File: config.mk
export PLATFORM = sky130hd
export DESIGN_NAME = fl2_sq_stage
export DESIGN_NICKNAME = d
export VERILOG_FILES = /design/src/sv/fl2_pkg.sv /design/src/sv/fl2_sq_stage.sv
export SDC_FILE = /design/constraint.sdc
export NUM_CORES = 1
export LEC_CHECK = 0
export BUFFER_PORTS_ARGS = -buffer_cell sky130_fd_sc_hd__buf_2
export CORE_UTILIZATION = 30
export DETAILED_ROUTE_END_ITERATION = 16
export GPL_TIMING_DRIVEN = 0
export MAX_ROUTING_LAYER = met4
export PLACE_DENSITY_LB_ADDON = 0.3
export SETUP_SLACK_MARGIN = 0.15
export SLEW_MARGIN = 20
export SYNTH_ARGS = -nofsm -noshare
export SYNTH_HDL_FRONTEND = slang
export SYNTH_SLANG_ARGS = --single-unit
File: constraint.sdc
create_clock -name clk -period 14.73 [get_ports clk]
set_input_delay 2.2095 -clock clk [delete_from_list [all_inputs] [get_ports clk]]
set_output_delay 2.2095 -clock clk [all_outputs]
set_load 0.03 [all_outputs]
File: src/sv/fl2_pkg.sv
// Shared types and constants for the base-2 logarithm pipeline.
`timescale 1ns / 1ps
package fl2_pkg;

  localparam int unsigned SigW  = 24;
  localparam int unsigned FracW = 23;
  localparam int unsigned ExpW  = 8;
  localparam int unsigned FixW  = ExpW + FracW;

  // Item state carried down the squaring pipeline.
  typedef struct packed {
    logic [ExpW-1:0]  expo;
    logic [SigW-1:0]  sig;
    logic [FracW-1:0] frac;
  } fl2_work_t;

endpackage

File: src/sv/fl2_sq_stage.sv
// One squaring round: square, round to 24 bits, emit one fraction bit.
`timescale 1ns / 1ps
module fl2_sq_stage (
  input  logic              clk,
  input  logic              rst_n,
  input  logic              in_valid,
  output logic              in_ready,
  input  fl2_pkg::fl2_work_t in_work,
  output logic              out_valid,
  input  logic              out_ready,
  output fl2_pkg::fl2_work_t out_work
);

  logic                valid_r;
  fl2_pkg::fl2_work_t  work_r;
  fl2_pkg::fl2_work_t  work_nxt;
  logic [47:0]         sq;
  logic [24:0]         q_hi;
  logic [24:0]         q_lo;

  assign sq = 48'(in_work.sig) * 48'(in_work.sig);

  // Round to nearest even at the two possible binary points.
  assign q_hi = {1'b0, sq[47:24]} + 25'(sq[23] & ((|sq[22:0]) | sq[24]));
  assign q_lo = {1'b0, sq[46:23]} + 25'(sq[22] & ((|sq[21:0]) | sq[23]));

  always_comb begin
    work_nxt.expo = in_work.expo;
    if (sq[47]) begin
      // Square is 2 or more: halve it and record a one.
      work_nxt.sig  = q_hi[23:0];
      work_nxt.frac = {in_work.frac[21:0], 1'b1};
    end else if (q_lo[24]) begin
      // Square rounded up to exactly 2, which halves to exactly 1.
      work_nxt.sig  = {1'b1, 23'd0};
      work_nxt.frac = {in_work.frac[21:0], 1'b1};
    end else begin
      work_nxt.sig  = q_lo[23:0];
      work_nxt.frac = {in_work.frac[21:0], 1'b0};
    end
  end

  assign in_ready  = !valid_r || out_ready;
  assign out_valid = valid_r;
  assign out_work  = work_r;

  always_ff @(posedge clk) begin
    if (!rst_n) begin
      valid_r <= 1'b0;
    end else if (in_ready) begin
      valid_r <= in_valid;
    end
  end

  always_ff @(posedge clk) begin
    if (in_ready && in_valid) begin
      work_r <= work_nxt;
    end
  end

endmodule

==> impl_metrics.tcl, run 1 <==
set metrics [dict create \
    cp.depth 33 \
    timing.slew.headroom_pct 27.5 \
    hpwl_um 48500 \
    crit_arrival_ns 12.07 \
    start_util_pct 30.4 \
    io_pins 116 \
    syn_area_um2 20000 \
    fin_ws_ns 2.68 \
    postLayoutCoreUtil_pct 33.2 \
    drtIter0Drc 1077 \
    slowest_stage "clkbuf_1" \
    crit_start "in_work[39]" \
    netlist_instances 2212 \
    grt_pass1_vias 16721 \
    crit_type "in -> reg" \
    final_common_cell "inv_1" \
    clkTransAtPathRegs_ns 0.06 \
    ys.warnings.count 0 \
    areaGrowthSynthToFinish_pct 9.11 \
    crit_buf_inv 10 \
    required_ns 14.75 \
    critPathMaxFanout 10 \
    r2r-start "out_valid" \
    portBuffers 113 \
    crit_family "adder cells" \
    maxSlewViolCount 0 \
    reg2regPathDepth 3 \
    placementRows 94 \
    reg2reg_slack_ns 13.15 \
    cp-start-kind "primary input" \
    period_needed_ns 12.05 \
    cts_sinks 56 \
    ant_nets 0 \
    r2r_end "out_work[48]" \
    antenna_found_initial 4 \
    syn-num-nets 2873 \
    cts_tree "yes" \
    synth-async-reset-ratio_pct 0 \
    die_w_um 260 \
    n_fill_cell 6859 \
    outcome "finished, final reports clean" \
    fp.dieH_um 260 \
    post_cts_resized 0 \
    final_nets 2994 \
    yosysUniqueCellTypes 79 \
    dpl_worst_slack_ns 2.48 \
    ctsHtreeMaxLevel 2 \
    die_area_um2 67800 \
    drive_above_1_share_pct 6.94 \
    slowest_delay_ns 0.75 \
    whs_path_depth 2 \
    crit_end "out_work[44]" \
    avgSynthCellArea_um2 9.05 \
    numCtsBuffers 5 \
    finalCritPeriodShare_pct 81.8 \
    firstDrtPassIters 5 \
    final_cell_mix "inv_1 (623), fa_1 (422), nand2_1 (215), ha_1 (180), and2_1 (128)" \
    hold_buffers 0 \
    endpoint_kind "flip-flop" \
    cts_root_buffer "clkbuf_16" \
    post_cts.repair.setup_buffers 0 \
    synth_edf_count 55 \
    fin_setup_tns_ns 0 \
    drcViolationCount 0 \
    drt-wirelength-per-cell_um 17.9 \
    cpMostUsedCell "fa_1" \
    routed_via_density 4.74 \
    grt_pass1_wl_um 91400 \
    rsz0062_at_grt "no" \
    grt_usage_pct 18.0 \
    hold_path.class "reg -> reg" \
    clk_latency_ns 0.30 \
    clock_skew_ns 0.00996 \
    gp_congestion 0.909 \
    synth_ff_type "edfxtp_1" \
    fmax_mhz 83.0 \
    setup_viol 0 \
    grt_max_degree 30 \
    finalHoldViolCount 0 \
    dr_total_vias 15175 \
    clockBufferDepth 2 \
    core-area_um2 65900 \
    grt_overflow_total 0 \
    yosysSeqAreaShare_pct 8.35 \
    cap_violations 0 \
    wl_um 57300 \
    ys_ff_latch 56 \
    worst_slew_pin_slew_ns 1.09 \
]
-- Yosys cell counts (all sizes together), types with 17 or more instances --
cell      n  area share, %
inv     623             12
fa      422             42
nand2   217            4.1
ha      180             11
and2    129            4.0
clkbuf   70            1.3
a21oi    64            1.6
nor2     63            1.2
edfxtp   55            8.3
xnor2    43            1.9
o21ai    38            1.0
xor2     36            1.6
nand3    26           0.65
nand4    22           0.69
o22ai    20           0.63
nor3     18           0.48
buf      17           0.54
-- worst min-delay path by stage --
stage,from,to,slack (ns)
after floorplan,out_valid,out_valid,0.88
after global placement,out_valid,out_valid,0.50
after detailed placement,out_valid,out_valid,0.55
after CTS,out_valid,out_valid,0.56
after global routing,out_valid,out_valid,0.60
final,out_valid,out_valid,0.56
-- final cells by class --
type / count / area, µm² / area share, %
antenna: 1 / 2.50 / 0.0115
buffer: 87 / 372 / 1.70
clock buffer: 5 / 125 / 0.573
clock inverter: 3 / 22.5 / 0.103
inverter: 623 / 2340 / 10.7
multi-input combinational: 1446 / 15600 / 71.6
sequential: 56 / 1670 / 7.65
tap: 864 / 1080 / 4.95
timing repair buffer: 114 / 586 / 2.68
-- registers in the layout, indices dropped and copies added, names as in the netlist --
name	flops
out_work	55
out_valid	1
-- kinds of logic (layout without fill, tap and decap cells) --
| logic type | count (synthesis) | after routing | share of synthesized area (%) |
|---|---|---|---|
| compound gates | 214 | 214 | 6.96 |
| flops | 56 | 56 | 8.35 |
| buf+inv | 710 | 832 | 13.5 |
| other cells | 0 | 1 | 0 |
| simple gates | 539 | 539 | 13.6 |
| mux | 12 | 12 | 0.619 |
| fa+ha+maj | 602 | 602 | 53.5 |
| xor+xnor | 79 | 79 | 3.46 |
-- through the flow --
step,instance area [µm²],instances,hold slack (ns)
global route,21800,3199,0.604
global placement,21700,3189,0.499
CTS,21800,3198,0.564
finish,21800,3199,0.555
floorplan,20000,2212,0.885
detailed placement,21700,3190,0.553
-- worst reg2reg max path, stage by stage (launching register included) --
cell and delay, ns:
dfxtp_1 0.31, nand2b_1 0.10, and2_2 0.58, buf_12 0.29
-- routing by layer --
metal / wire length (µm) / global-route usage, %
met5: 0 / -
met3: 3250 / 2.39
met4: 1400 / 3.80
met1: 24000 / 22.4
met2: 28600 / 30.9
Power of run 1 is left out: the tool's default activity adds up to more than one toggle a clock period on the data nets, which glitch-free logic cannot reach.
==> inputs of run 2 (changes only) <==
clock period = 10.05 ns   (was 14.73 ns; I/O delays follow)
==> impl_metrics.tcl, run 2 (synthesized netlist as in run 1, its figures left out) <==
set metrics [dict create \
    outcome "finished, final reports clean" \
    whs_path_depth 2 \
    drtIter0Drc 1054 \
    die_w_um 260 \
    io_pins 116 \
    slowest_delay_ns 0.56 \
    maxSlewViolCount 0 \
    final_nets 3008 \
    grt_max_degree 30 \
    portBuffers 113 \
    die_area_um2 67800 \
    cap_violations 0 \
    critPathMaxFanout 10 \
    drt-wirelength-per-cell_um 18.0 \
    dr_total_vias 15291 \
    numCtsBuffers 5 \
    clock_skew_ns 0.00999 \
    final_common_cell "inv_1" \
    r2r_end "out_work[48]" \
    clockBufferDepth 2 \
    grt_pass1_vias 16769 \
    crit_arrival_ns 9.68 \
    fin_setup_tns_ns 0 \
    met3WireLength_um 3140 \
    hold_end "out_valid" \
    largest_register_ffs 55 \
    hold_path.class "reg -> reg" \
    reg2reg_slack_ns 8.48 \
    clkTransAtPathRegs_ns 0.06 \
    timing.slew.headroom_pct 47.1 \
    worst_slew_pin_slew_ns 0.773 \
    cts_root_buffer "clkbuf_16" \
    wl_met2_um 29000 \
    finalHoldViolCount 0 \
    required_ns 10.07 \
    endpoint_kind "flip-flop" \
    start_util_pct 30.4 \
    cts_tree "yes" \
    met1_length_um 24300 \
    r2r-start "out_valid" \
    antenna_found_initial 5 \
    core-area_um2 65900 \
    ant_nets 0 \
    clk_latency_ns 0.30 \
    top_layer_used "met4" \
    areaGrowthSynthToFinish_pct 12.1 \
    final_area_um2 22400 \
    hp-start "out_valid" \
    grt_usage_pct 18.0 \
    wl_um 57800 \
    gp_congestion 0.909 \
    slowest_stage "fa_1" \
    crit_family "adder cells" \
    crit_type "in -> reg" \
    hpwl_um 48500 \
    cp-start-kind "primary input" \
    drive_above_1_share_pct 11.6 \
    grt_pass1_wl_um 91800 \
    hold_buffers 0 \
    fmax_mhz 104 \
    n_fill_cell 6822 \
    reg2regPathDepth 3 \
    finalCritPeriodShare_pct 96.1 \
    rsz0062_at_grt "no" \
    fp.dieH_um 260 \
    drcViolationCount 0 \
    setup_viol 0 \
    firstDrtPassIters 5 \
    grt_overflow_total 0 \
    crit_buf_inv 8 \
    placementRows 94 \
    final_cell_mix "inv_1 (622), fa_1 (422), nand2_1 (215), ha_1 (177), and2_1 (128)" \
    ctsHtreeMaxLevel 2 \
    period_needed_ns 9.65 \
    cts_sinks 56 \
    place_area_um2 21700 \
    cpMostUsedCell "fa_1" \
    routed_via_density 4.76 \
]
run 2: cell count changes in the layout (fill, tap and decap cells not counted), sizes merged:
cell and change:
inv -1, clkbuf -13, buf +27, diode +2, clkinvlp +1
run 2: cell type report:
class                      count  area, µm²  area share (%)
antenna                        3       7.51          0.0334
buffer                        85        563            2.51
clock buffer                   5        125           0.557
clock inverter                 3       22.5           0.100
inverter                     623       2340            10.4
multi-input combinational   1446      15900            70.9
sequential                    56       1670            7.45
tap                          864       1080            4.82
timing repair buffer         130        718            3.20
run 2: routing by layer:
metal,vias up,track usage [%]
met1,7849,22.7
met5,-,-
li1,6969,-
met4,0,3.78
met2,400,31.1
met3,73,2.06
run 2: through the flow:
stage | util [%] | cells | hold slack [ns] | worst slack, ns
after floorplan | - | 2212 | 0.885 | 0.802
after global placement | 32.9 | 3189 | 0.499 | -1.45
after detailed placement | 32.9 | 3190 | 0.553 | -1.49
after CTS | 33.6 | 3200 | 0.564 | 0.167
after global routing | 34.1 | 3214 | 0.604 | 0.132
final | 34.1 | 3215 | 0.555 | 0.397
run 2: repair_timing:
action | 4_1_cts | 5_1_grt
setup buffers | 4 | 12
pin swaps | 4 | 8
setup endpoints to repair | 25 | 25
gates cloned | 0 | 0
gates resized for setup | 99 | 84
run 2: worst max-delay path by stage:
stage,startpoint,to,slack [ns],cells past startpoint
final,in_work[26],out_work[44],0.40,33
after global routing,in_work[26],out_work[44],0.13,35
after CTS,in_work[24],out_work[44],0.17,31
after detailed placement,in_work[38],out_work[44],-1.49,33
after global placement,in_work[39],out_work[44],-1.45,33
after floorplan,in_work[38],out_work[42],0.80,32
run 2: tightest hold or removal path, stage by stage (launching register included):
cell,delay [ns]
dfxtp_1,0.31
nand2b_1,0.10
a21boi_0,0.10
Power of run 2 is left out for the same reason.
