File: src/sv/fl2_to_float.sv
// Three-stage conversion of the Q8.23 logarithm to IEEE single bits.
`timescale 1ns / 1ps
module fl2_to_float (
  input  logic        clk,
  input  logic        rst_n,
  input  logic        in_valid,
  output logic        in_ready,
  input  logic [30:0] in_fixed,
  output logic        out_valid,
  input  logic        out_ready,
  output logic [30:0] out_fixed,
  output logic [31:0] out_float
);

  logic        a_valid_r, b_valid_r, c_valid_r;
  logic        a_rdy, b_rdy, c_rdy;
  logic [30:0] a_fixed_r, b_fixed_r, c_fixed_r;
  logic [30:0] a_mag_r, b_mag_r;
  logic        a_sign_r, b_sign_r, b_zero_r;
  logic [4:0]  b_k_r;
  logic [31:0] c_float_r;
  logic [4:0]  k_nxt;
  logic [30:0] norm;
  logic [24:0] sum;
  logic        up;
  logic [22:0] mant;
  logic [7:0]  expo;
  logic [31:0] float_nxt;

  assign c_rdy    = !c_valid_r || out_ready;
  assign b_rdy    = !b_valid_r || c_rdy;
  assign a_rdy    = !a_valid_r || b_rdy;
  assign in_ready = a_rdy;

  // Position of the leading one of the magnitude.
  always_comb begin
    k_nxt = 5'd0;
    for (int i = 0; i < 31; i++) begin
      if (a_mag_r[i]) k_nxt = 5'(i);
    end
  end

  // Normalize, round nearest even, pack.
  always_comb begin
    norm = b_mag_r << (5'd30 - b_k_r);
    up   = norm[6] & ((|norm[5:0]) | norm[7]);
    sum  = {1'b0, norm[30:7]} + 25'(up);
    mant = sum[24] ? sum[23:1] : sum[22:0];
    expo = 8'(b_k_r) + 8'd104 + 8'(sum[24]);
    if (b_zero_r) begin
      float_nxt = 32'd0;
    end else begin
      float_nxt = {b_sign_r, expo, mant};
    end
  end

  always_ff @(posedge clk) begin
    if (!rst_n) begin
      a_valid_r <= 1'b0;
      b_valid_r <= 1'b0;
      c_valid_r <= 1'b0;
    end else begin
      if (a_rdy) a_valid_r <= in_valid;
      if (b_rdy) b_valid_r <= a_valid_r;
      if (c_rdy) c_valid_r <= b_valid_r;
    end
  end

  always_ff @(posedge clk) begin
    if (a_rdy && in_valid) begin
      a_fixed_r <= in_fixed;
      a_sign_r  <= in_fixed[30];
      a_mag_r   <= in_fixed[30] ? (31'd0 - in_fixed) : in_fixed;
    end
    if (b_rdy && a_valid_r) begin
      b_fixed_r <= a_fixed_r;
      b_sign_r  <= a_sign_r;
      b_mag_r   <= a_mag_r;
      b_k_r     <= k_nxt;
      b_zero_r  <= (a_mag_r == 31'd0);
    end
    if (c_rdy && b_valid_r) begin
      c_fixed_r <= b_fixed_r;
      c_float_r <= float_nxt;
    end
  end

  assign out_valid = c_valid_r;
  assign out_fixed = c_fixed_r;
  assign out_float = c_float_r;

endmodule

File: config.mk
export PLATFORM = sky130hd
export DESIGN_NAME = fl2_to_float
export DESIGN_NICKNAME = d
export VERILOG_FILES = /design/src/sv/fl2_to_float.sv
export SDC_FILE = /design/constraint.sdc
export NUM_CORES = 1
export LEC_CHECK = 0
export ABC_CLOCK_PERIOD_IN_PS = 7900
export BUFFER_PORTS_ARGS = -buffer_cell sky130_fd_sc_hd__buf_2
export CAP_MARGIN = 30
export CORE_ASPECT_RATIO = 0.6
export CORE_MARGIN = 2
export CORE_UTILIZATION = 26
export CTS_CLUSTER_SIZE = 20
export DETAILED_ROUTE_END_ITERATION = 6
export PLACE_DENSITY = 0.52
export SETUP_SLACK_MARGIN = 0.05
export SYNTH_ARGS = -nofsm -noshare
export SYNTH_HDL_FRONTEND = slang
export SYNTH_SLANG_ARGS = --single-unit
File: constraint.sdc
create_clock -name clk -period 7.9 [get_ports clk]
set_input_delay 1.58 -clock clk [delete_from_list [all_inputs] [get_ports clk]]
set_output_delay 1.58 -clock clk [all_outputs]
set_load 0.05 [all_outputs]
==> results of run 1 <==
-- cells in the final DEF (no fill, tap or decap), types with 4 or more instances in the layout --
| cell type | instances |
|---|---|
| mux2_2 | 15 |
| nor3_1 | 19 |
| a21oi_1 | 32 |
| nand4_1 | 6 |
| mux2_4 | 8 |
| a31oi_1 | 4 |
| nor4_1 | 8 |
| o21ai_0 | 19 |
| o41ai_1 | 5 |
| or2_2 | 4 |
| buf_2 | 99 |
| nand2_1 | 44 |
| and3_1 | 5 |
| nand2_2 | 5 |
| edfxtp_1 | 191 |
| nand3_2 | 5 |
| or4_1 | 7 |
| ha_1 | 5 |
| a221oi_1 | 5 |
| o22ai_1 | 6 |
| or3_1 | 4 |
| clkbuf_16 | 17 |
| and2_1 | 4 |
| nor2b_1 | 5 |
| buf_4 | 9 |
| xor2_1 | 10 |
| nand3_1 | 21 |
| mux4_2 | 15 |
| o31ai_1 | 9 |
| mux2i_1 | 20 |
| mux4_1 | 14 |
| inv_1 | 19 |
| nand2b_1 | 6 |
| nor2_1 | 39 |
| xnor2_1 | 35 |
-- state kept, by name, indices dropped and copies added (netlist names), 5 cells and up --
name       flops
a_fixed_r     31
a_mag_r       30
b_fixed_r     31
b_k_r          5
b_mag_r       30
out_fixed     31
out_float     32
-- worst max-delay path, delay by kind of cell, from the launching register on --
family	cells	cell delay, ns
compound gates	1	0.10
xor+xnor	1	0.18
fa+ha+maj	4	1.42
buf+inv	3	0.63
flops	1	0.53
mux	2	0.78
simple gates	5	1.33
-- area by class of cell --
class                   instances  area, µm²
flip-flops and latches        194       5800
fillers                      3831      26300
multi-input cells             467       4050
well taps                     513        642
clock inverters                13        149
inverters                      20       75.1
repair buffers                108        563
clock buffers                  19        433
-- layer usage --
metal	routed length [µm]	vias up	global-route usage	share of wire
met4	156	0	0.0248	0.0063
li1	-	3005	-	-
met1	13500	3210	0.201	0.55
met5	0	-	0	0
met3	1370	9	0.0325	0.056
met2	9680	173	0.162	0.39
-- logic make-up after synthesis --
| logic type | Yosys count | synth area share |
|---|---|---|
| AO/OA/AOI/OAI | 128 | 0.0967 |
| XOR/XNOR | 49 | 0.0460 |
| adder cells (fa/ha/maj) | 5 | 0.00617 |
| buffers and inverters | 49 | 0.0343 |
| flip-flops | 194 | 0.571 |
| multiplexers | 77 | 0.126 |
| AND/OR/NAND/NOR | 208 | 0.120 |
-- path summary, 6_finish.rpt --
| path | startpoint | to | slack [ns] | depth (start not counted) |
|---|---|---|---|---|
| worst min-delay path | a_fixed_r[24] | b_fixed_r[24] | 0.41 | 0 |
| worst max-delay path | b_k_r[1] | out_float[27] | 2.67 | 16 |
| worst min register to register | a_fixed_r[24] | b_fixed_r[24] | 0.41 | 0 |
| worst max register to register | b_k_r[1] | out_float[27] | 2.67 | 16 |
-- cell usage after synthesis, types with 4 or more instances --
| cell | number | area share |
|---|---|---|
| edfxtp_1 | 191 | 0.57 |
| nand2_1 | 44 | 0.016 |
| nor2_1 | 39 | 0.014 |
| xnor2_1 | 36 | 0.031 |
| a21oi_1 | 32 | 0.016 |
| nand3_1 | 21 | 0.010 |
| mux2i_1 | 20 | 0.020 |
| inv_1 | 19 | 0.0070 |
| nor3_1 | 19 | 0.0094 |
| o21ai_0 | 19 | 0.0094 |
| mux2_2 | 15 | 0.017 |
| mux4_2 | 15 | 0.033 |
| mux4_1 | 14 | 0.036 |
| buf_6 | 13 | 0.014 |
| xor2_1 | 11 | 0.0095 |
| o31ai_1 | 9 | 0.0067 |
| mux2_4 | 8 | 0.012 |
| nor4_1 | 8 | 0.0049 |
| or4_1 | 7 | 0.0052 |
| nand2b_1 | 6 | 0.0037 |
| nand4_1 | 6 | 0.0037 |
| nor2b_1 | 6 | 0.0037 |
| o22ai_1 | 6 | 0.0037 |
| a221oi_1 | 5 | 0.0043 |
| a31oi_1 | 5 | 0.0031 |
| and3_1 | 5 | 0.0031 |
| buf_2 | 5 | 0.0025 |
| ha_1 | 5 | 0.0062 |
| nand2_2 | 5 | 0.0031 |
| nand3_2 | 5 | 0.0049 |
| o41ai_1 | 5 | 0.0043 |
| and2_1 | 4 | 0.0025 |
| or2_2 | 4 | 0.0025 |
| or3_1 | 4 | 0.0025 |
-- where the power goes --
part	total [µW]	switching, µW	internal [µW]
Clock	879	406	473
Combinational	425	266	158
Sequential	1240	35.7	1200
Total	2540	708	1830
-- metrics by stage --
step,setup WS [ns],utilization,power (µW),hold slack (ns)
2_1_floorplan,0.753,-,1570,0.400
3_3_place_gp,2.84,0.292,1680,0.401
3_5_place_dp,2.75,0.292,1680,0.405
4_1_cts,2.75,0.308,2570,0.418
5_1_grt,2.26,0.308,2650,0.425
6_report,2.67,0.308,2540,0.413
==> impl_summary.txt, run 1 <==
----------------------------------------------------
[Clock tree]
  Number of buffers inserted during clock tree synthesis ... 17
  TritonCTS clock tree ... done
  Post-cts resize count ... 0
  Buffers inserted during post-CTS setup optimization ... 0
  Post-cts hold buffer count ... 0
  Clock sink count ... 194
  Cell at the root of the clock tree ... clkbuf_16
  Clock transition at path regs ... 0.08 ns
  Buffer depth of the longest clock path ... 2
  Deepest level of the CTS H-tree ... 4
  Clk Latency, worst-skew pair ... 0.45 ns

[Logic synthesis]
  Ys async rst share ... 0
  Top flip-flop cell by instance count after synthesis ... edfxtp_1
  Average cell area after synthesis ... 14.3 µm²
  Synthesized instance count ... 710
  Seq cells post-synth ... 194
  Count of flip-flops with a built-in enable after synthesis ... 191
  Number of warnings reported in the yosys synthesis log ... 0
  Number of distinct library cells after synthesis ... 95
  Mapped Area ... 10,100 µm²
  Mapped Nets ... 750
  Sequential-to-total area share from yosys stat ... 0.571

[Placement]
  Port Buf Inserts ... 99
  Cells after DPL ... 1,302
  RD Place Congestion ... 0.878
  Estimated wirelength of the detail-placed design ... 18,000 µm
  Cell Area, Placed ... 11,100 µm²

[Drt]
  Total via count in the routed design ... 6,397
  Number of optimization iterations in the first detailed-route pass ... 5
  Number of antenna-violating nets in the routed design ... 0
  Wire per inst ... 18.5 µm
  Number of DRC markers after the initial detailed-route iteration ... 578
  DRC Markers ... 0
  Total length of routed wires ... 24,700 µm
  Ratio of routed vias to standard cells ... 4.80

[Finish]
  Synth-to-layout area growth ... 15.4%
  Antenna Diode Count ... 0
  Post-route cell area ... 11,700 µm²
  Net total in the final layout ... 848
  Filler-free cell count of the finished design ... 1,334
  Share of post-route cells with drive strength above 1 ... 0.291

[Critical path]
  WS Path Type ... reg -> reg
  Cell breakdown of the critical path ... ha_1, buf_4, mux2_4, inv_1, mux4_2, nor3_2, ha_1, nand3_2, nor3_4, nand4_1, inv_1, ha_1, ha_1, a21oi_1, xor2_1, nor2_1
  Worst-path fanout max ... 22
  Most used cell along the critical path ... ha_1
  Data required, critical path ... 8.07 ns
  Largest stage delay on the critical path ... 0.76 ns
  Critical path launch point type ... flip-flop
  Data arrival, critical path ... 5.40 ns
  Critical path's slowest cell ... ha_1
  Critical path endpoint category ... flip-flop

[Timing]
  Final worst path period share ... 0.663
  Setup repair after global routing missed its margin ... no
  Number of hold violations in the final report ... 0
  Final worst clock skew ... 0.0192 ns
  Setup-violating endpoint count in the final report ... 0
  Tightest Pin Transition ... 0.958 ns
  Setup TNS after final layout ... 0 ns
  F_max ... 191 MHz
  Worst rel slew slack ... 0.361
  Final number of max-transition violations ... 0
  Minimum clock period ... 5.23 ns

[GRT]
  Number of global-route vias before repair ... 6,137
  Initial antenna violation count ... 0
  First-pass GRT wire length ... 38,400 µm
  Pin count of the biggest net entering global routing ... 68
  Global route overflow ... 0
  Gr usage total ... 0.125

[Power]
  Power per standard cell area ... 217 nW/µm²
  Largest voltage drop on the vdd net ... 174 µV
  Leakage power ... 0.00401 µW

[Floorplan]
  Starting utilization of the core area ... 0.267
  Floorplan row count ... 55
  Placeable core region ... 38,100 µm²
  Floorplan die area ... 40,700 µm²
  Vert. Die Dim ... 157 µm
  Horizontal extent of the die ... 259 µm
  # IOs ... 100

[Job]
  Count of maximum capacitance violations ... 0

[Hold path]
  Hold WC Path Type ... reg -> reg

[Run status]
  Status ... finished, final reports clean

----------------------------------------------------
Power figures use the tool's default switching activity.
==> inputs of run 2 (changes only) <==
--- a/config.mk
+++ b/config.mk
@@ -5,7 +5,8 @@
 export SDC_FILE = /design/constraint.sdc
 export NUM_CORES = 1
 export LEC_CHECK = 0
-export ABC_CLOCK_PERIOD_IN_PS = 7900
+export ABC_AREA = 1
+export ABC_CLOCK_PERIOD_IN_PS = 4500
 export BUFFER_PORTS_ARGS = -buffer_cell sky130_fd_sc_hd__buf_2
 export CAP_MARGIN = 30
 export CORE_ASPECT_RATIO = 0.6
@@ -13,7 +14,7 @@
 export CORE_UTILIZATION = 26
 export CTS_CLUSTER_SIZE = 20
 export DETAILED_ROUTE_END_ITERATION = 6
-export PLACE_DENSITY = 0.52
+export PLACE_DENSITY = 0.53
 export SETUP_SLACK_MARGIN = 0.05
 export SYNTH_ARGS = -nofsm -noshare
 export SYNTH_HDL_FRONTEND = slang
==> constraint.sdc (replaced) <==
create_clock -name clk -period 4.5 [get_ports clk]
set_input_delay 0.9 -clock clk [delete_from_list [all_inputs] [get_ports clk]]
set_output_delay 0.9 -clock clk [all_outputs]
set_load 0.05 [all_outputs]
==> impl_summary.txt, run 2 <==
----------------------------------------------------
[Timing]
  Minimum clock period ... 4.05 ns
  Post-route setup slack ... 0.450 ns
  Number of hold violations in the final report ... 0
  Final worst clock skew ... 0.0198 ns
  Tightest Pin Transition ... 0.899 ns
  F_max ... 247 MHz
  Final worst path period share ... 0.900
  Final number of max-transition violations ... 0
  Setup TNS after final layout ... 0 ns
  Setup repair after global routing missed its margin ... no
  Setup-violating endpoint count in the final report ... 0
  Worst rel slew slack ... 0.401

[Logic synthesis]
  Mapped Area ... 9580 µm²
  Cell type with the largest total area after synthesis ... edfxtp_1
  Area fraction of the dominant cell type after synthesis ... 0.599
  Largest cells by area after synthesis ... edfxtp_1, nand2_1, inv_1
  Library cell with the highest instance count after synthesis ... nand2_1
  Number of distinct library cells after synthesis ... 52
  Count of flip-flops with a built-in enable after synthesis ... 191
  Number of warnings reported in the yosys synthesis log ... 0
  Seq cells post-synth ... 194
  Average cell area after synthesis ... 10.4 µm²
  Ys async rst share ... 0
  Synthesized instance count ... 921
  Mapped Nets ... 961
  Commonest cells post-synth ... nand2_1, edfxtp_1, inv_1
  Top flip-flop cell by instance count after synthesis ... edfxtp_1
  Sequential-to-total area share from yosys stat ... 0.605

[Finish]
  Core utilization of the finished layout ... 0.312
  Flip-flop count of the largest register, all copies and words added ... 32
  Share of post-route cells with drive strength above 1 ... 0.230
  Leading cell type in the layout, fill and taps excluded ... nand2_1
  Net total in the final layout ... 1,075
  Commonest cells after routing, fill and taps aside ... nand2_1, edfxtp_1, buf_2
  Filler-free cell count of the finished design ... 1,524
  Antenna Diode Count ... 0
  Fill cell instance count of the final layout ... 3,836
  Synth-to-layout area growth ... 18.4%

[Floorplan]
  Placeable core region ... 36,300 µm²
  # IOs ... 100
  Horizontal extent of the die ... 252 µm
  Floorplan die area ... 38,400 µm²
  Floorplan row count ... 54
  Starting utilization of the core area ... 0.264
  Vert. Die Dim ... 153 µm

[GRT]
  Initial antenna violation count ... 0
  Global route overflow ... 0
  Gr usage total ... 0.123
  Number of global-route vias before repair ... 6,403
  Pin count of the biggest net entering global routing ... 64
  First-pass GRT wire length ... 36,000 µm

[Power]
  Power per standard cell area ... 381 nW/µm²
  Leakage power ... 0.00446 µW
  Final Total Pwr ... 4320 µW
  Largest voltage drop on the vdd net ... 279 µV

[Critical path]
  Critical path endpoint category ... flip-flop
  Critical path launch point type ... flip-flop
  Crit. Startpoint ... b_k_r[0]
  Data required, critical path ... 4.70 ns
  WS Path Type ... reg -> reg
  Worst reg2reg startpoint ... b_k_r[0]
  R2R setup slack ... 0.45 ns
  Worst-path fanout max ... 14
  Data arrival, critical path ... 4.25 ns

[Clock tree]
  Number of buffers inserted during clock tree synthesis ... 17
  TritonCTS clock tree ... done
  Clk Latency, worst-skew pair ... 0.45 ns
  Clock transition at path regs ... 0.07 ns
  Buffer depth of the longest clock path ... 2
  Clock sink count ... 194
  Deepest level of the CTS H-tree ... 4
  Cell at the root of the clock tree ... clkbuf_16

[Drt]
  Number of optimization iterations in the first detailed-route pass ... 6
  Number of DRC markers after the initial detailed-route iteration ... 478
  Number of antenna-violating nets in the routed design ... 0
  Total length of routed wires ... 23,000 µm
  DRC Markers ... 0
  Total via count in the routed design ... 6,741
  Wire per inst ... 15.1 µm
  Ratio of routed vias to standard cells ... 4.42

[Placement]
  Estimated wirelength of the detail-placed design ... 17,200 µm
  Setup slack at placement ... 0.0182 ns
  Cells after DPL ... 1,487
  RD Place Congestion ... 0.897
  Port Buf Inserts ... 99

[Job]
  Count of maximum capacitance violations ... 0

[Run status]
  Status ... finished, final reports clean

[Hold path]
  Hold WC Path Type ... reg -> reg
  Hold Path Origin ... a_fixed_r[15]

----------------------------------------------------
==> run 2: final timing paths <==
| kind | endpoint | depth (start not counted) |
|---|---|---|
| worst min-delay path | b_fixed_r[15] | 0 |
| worst max-delay path | out_float[27] | 26 |
| worst max register to register | out_float[27] | 26 |
| worst min register to register | b_fixed_r[15] | 0 |
==> run 2: cells by family (layout without fill, tap and decap cells) <==
family                     Yosys count  after routing  share of synthesized area
adders and majority gates            5              5                    0.00653
muxes                               12             12                     0.0125
buffers and inverters              129            256                     0.0596
DFF                                194            194                      0.605
and+or+nand+nor                    400            400                      0.186
xor gates and xnor gates            46             46                     0.0440
AOI/OAI and AO/OA                  135            135                     0.0859
==> run 2: power by group <==
group | leakage [µW] | switching [µW] | total, µW | internal, µW
clock | 0.000273 | 715 | 1490 | 772
sequential | 0.00184 | 36.4 | 2130 | 2100
combinational | 0.00235 | 486 | 700 | 214
total | 0.00446 | 1240 | 4320 | 3080
==> run 2: final cells by class <==
class	count	area [µm²]	share of cell area
Sequential cell	194	5800	0.511
Multi-Input combinational cell	598	3290	0.290
Inverter	98	387	0.0341
Timing Repair Buffer	126	706	0.0622
Clock inverter	14	135	0.0119
Clock buffer	18	429	0.0379
Tap cell	476	596	0.0525
==> run 2: critical path, cell delays in order, from the launching register on <==
cell and delay (ns):
edfxtp_1 0.43, buf_4 0.21, inv_6 0.11, nand2_1 0.08, a31oi_2 0.21, nand2_1 0.06, o21ai_1 0.07, inv_1 0.09
nor3_2 0.13, nand2_2 0.12, inv_2 0.09, ha_1 0.18, nand3_1 0.10, nor2_2 0.18, nand2_2 0.11, inv_1 0.11
nand4_1 0.13, nor3_2 0.13, nand4_1 0.18, nor3_2 0.27, ha_2 0.23, ha_1 0.17, nand2_1 0.06, inv_1 0.08
nor2_1 0.06, o21ai_2 0.13, a21oi_1 0.05
==> run 2: per-stage QoR <==
step | instance area [µm²] | hold WS [ns]
finish | 11300 | 0.415
floorplan | 9580 | 0.400
detailed placement | 10700 | 0.405
CTS | 11200 | 0.417
global placement | 10700 | 0.401
global route | 11300 | 0.427
==> run 2: repair_timing <==
| action | in CTS | in global routing |
|---|---|---|
| gates resized for setup | 1 | 28 |
| pin swaps | 0 | 4 |
| hold buffers | 0 | 0 |
| setup buffers | 0 | 5 |
| setup endpoints to repair | 2 | 7 |
==> run 2: layer usage <==
| metal | part of all wire | up-vias | track usage |
|---|---|---|---|
| met5 | 0 | - | 0 |
| met4 | 0.0074 | 0 | 0.0290 |
| met3 | 0.058 | 10 | 0.0311 |
| met2 | 0.39 | 194 | 0.166 |
| met1 | 0.55 | 3163 | 0.191 |
| li1 | - | 3374 | - |
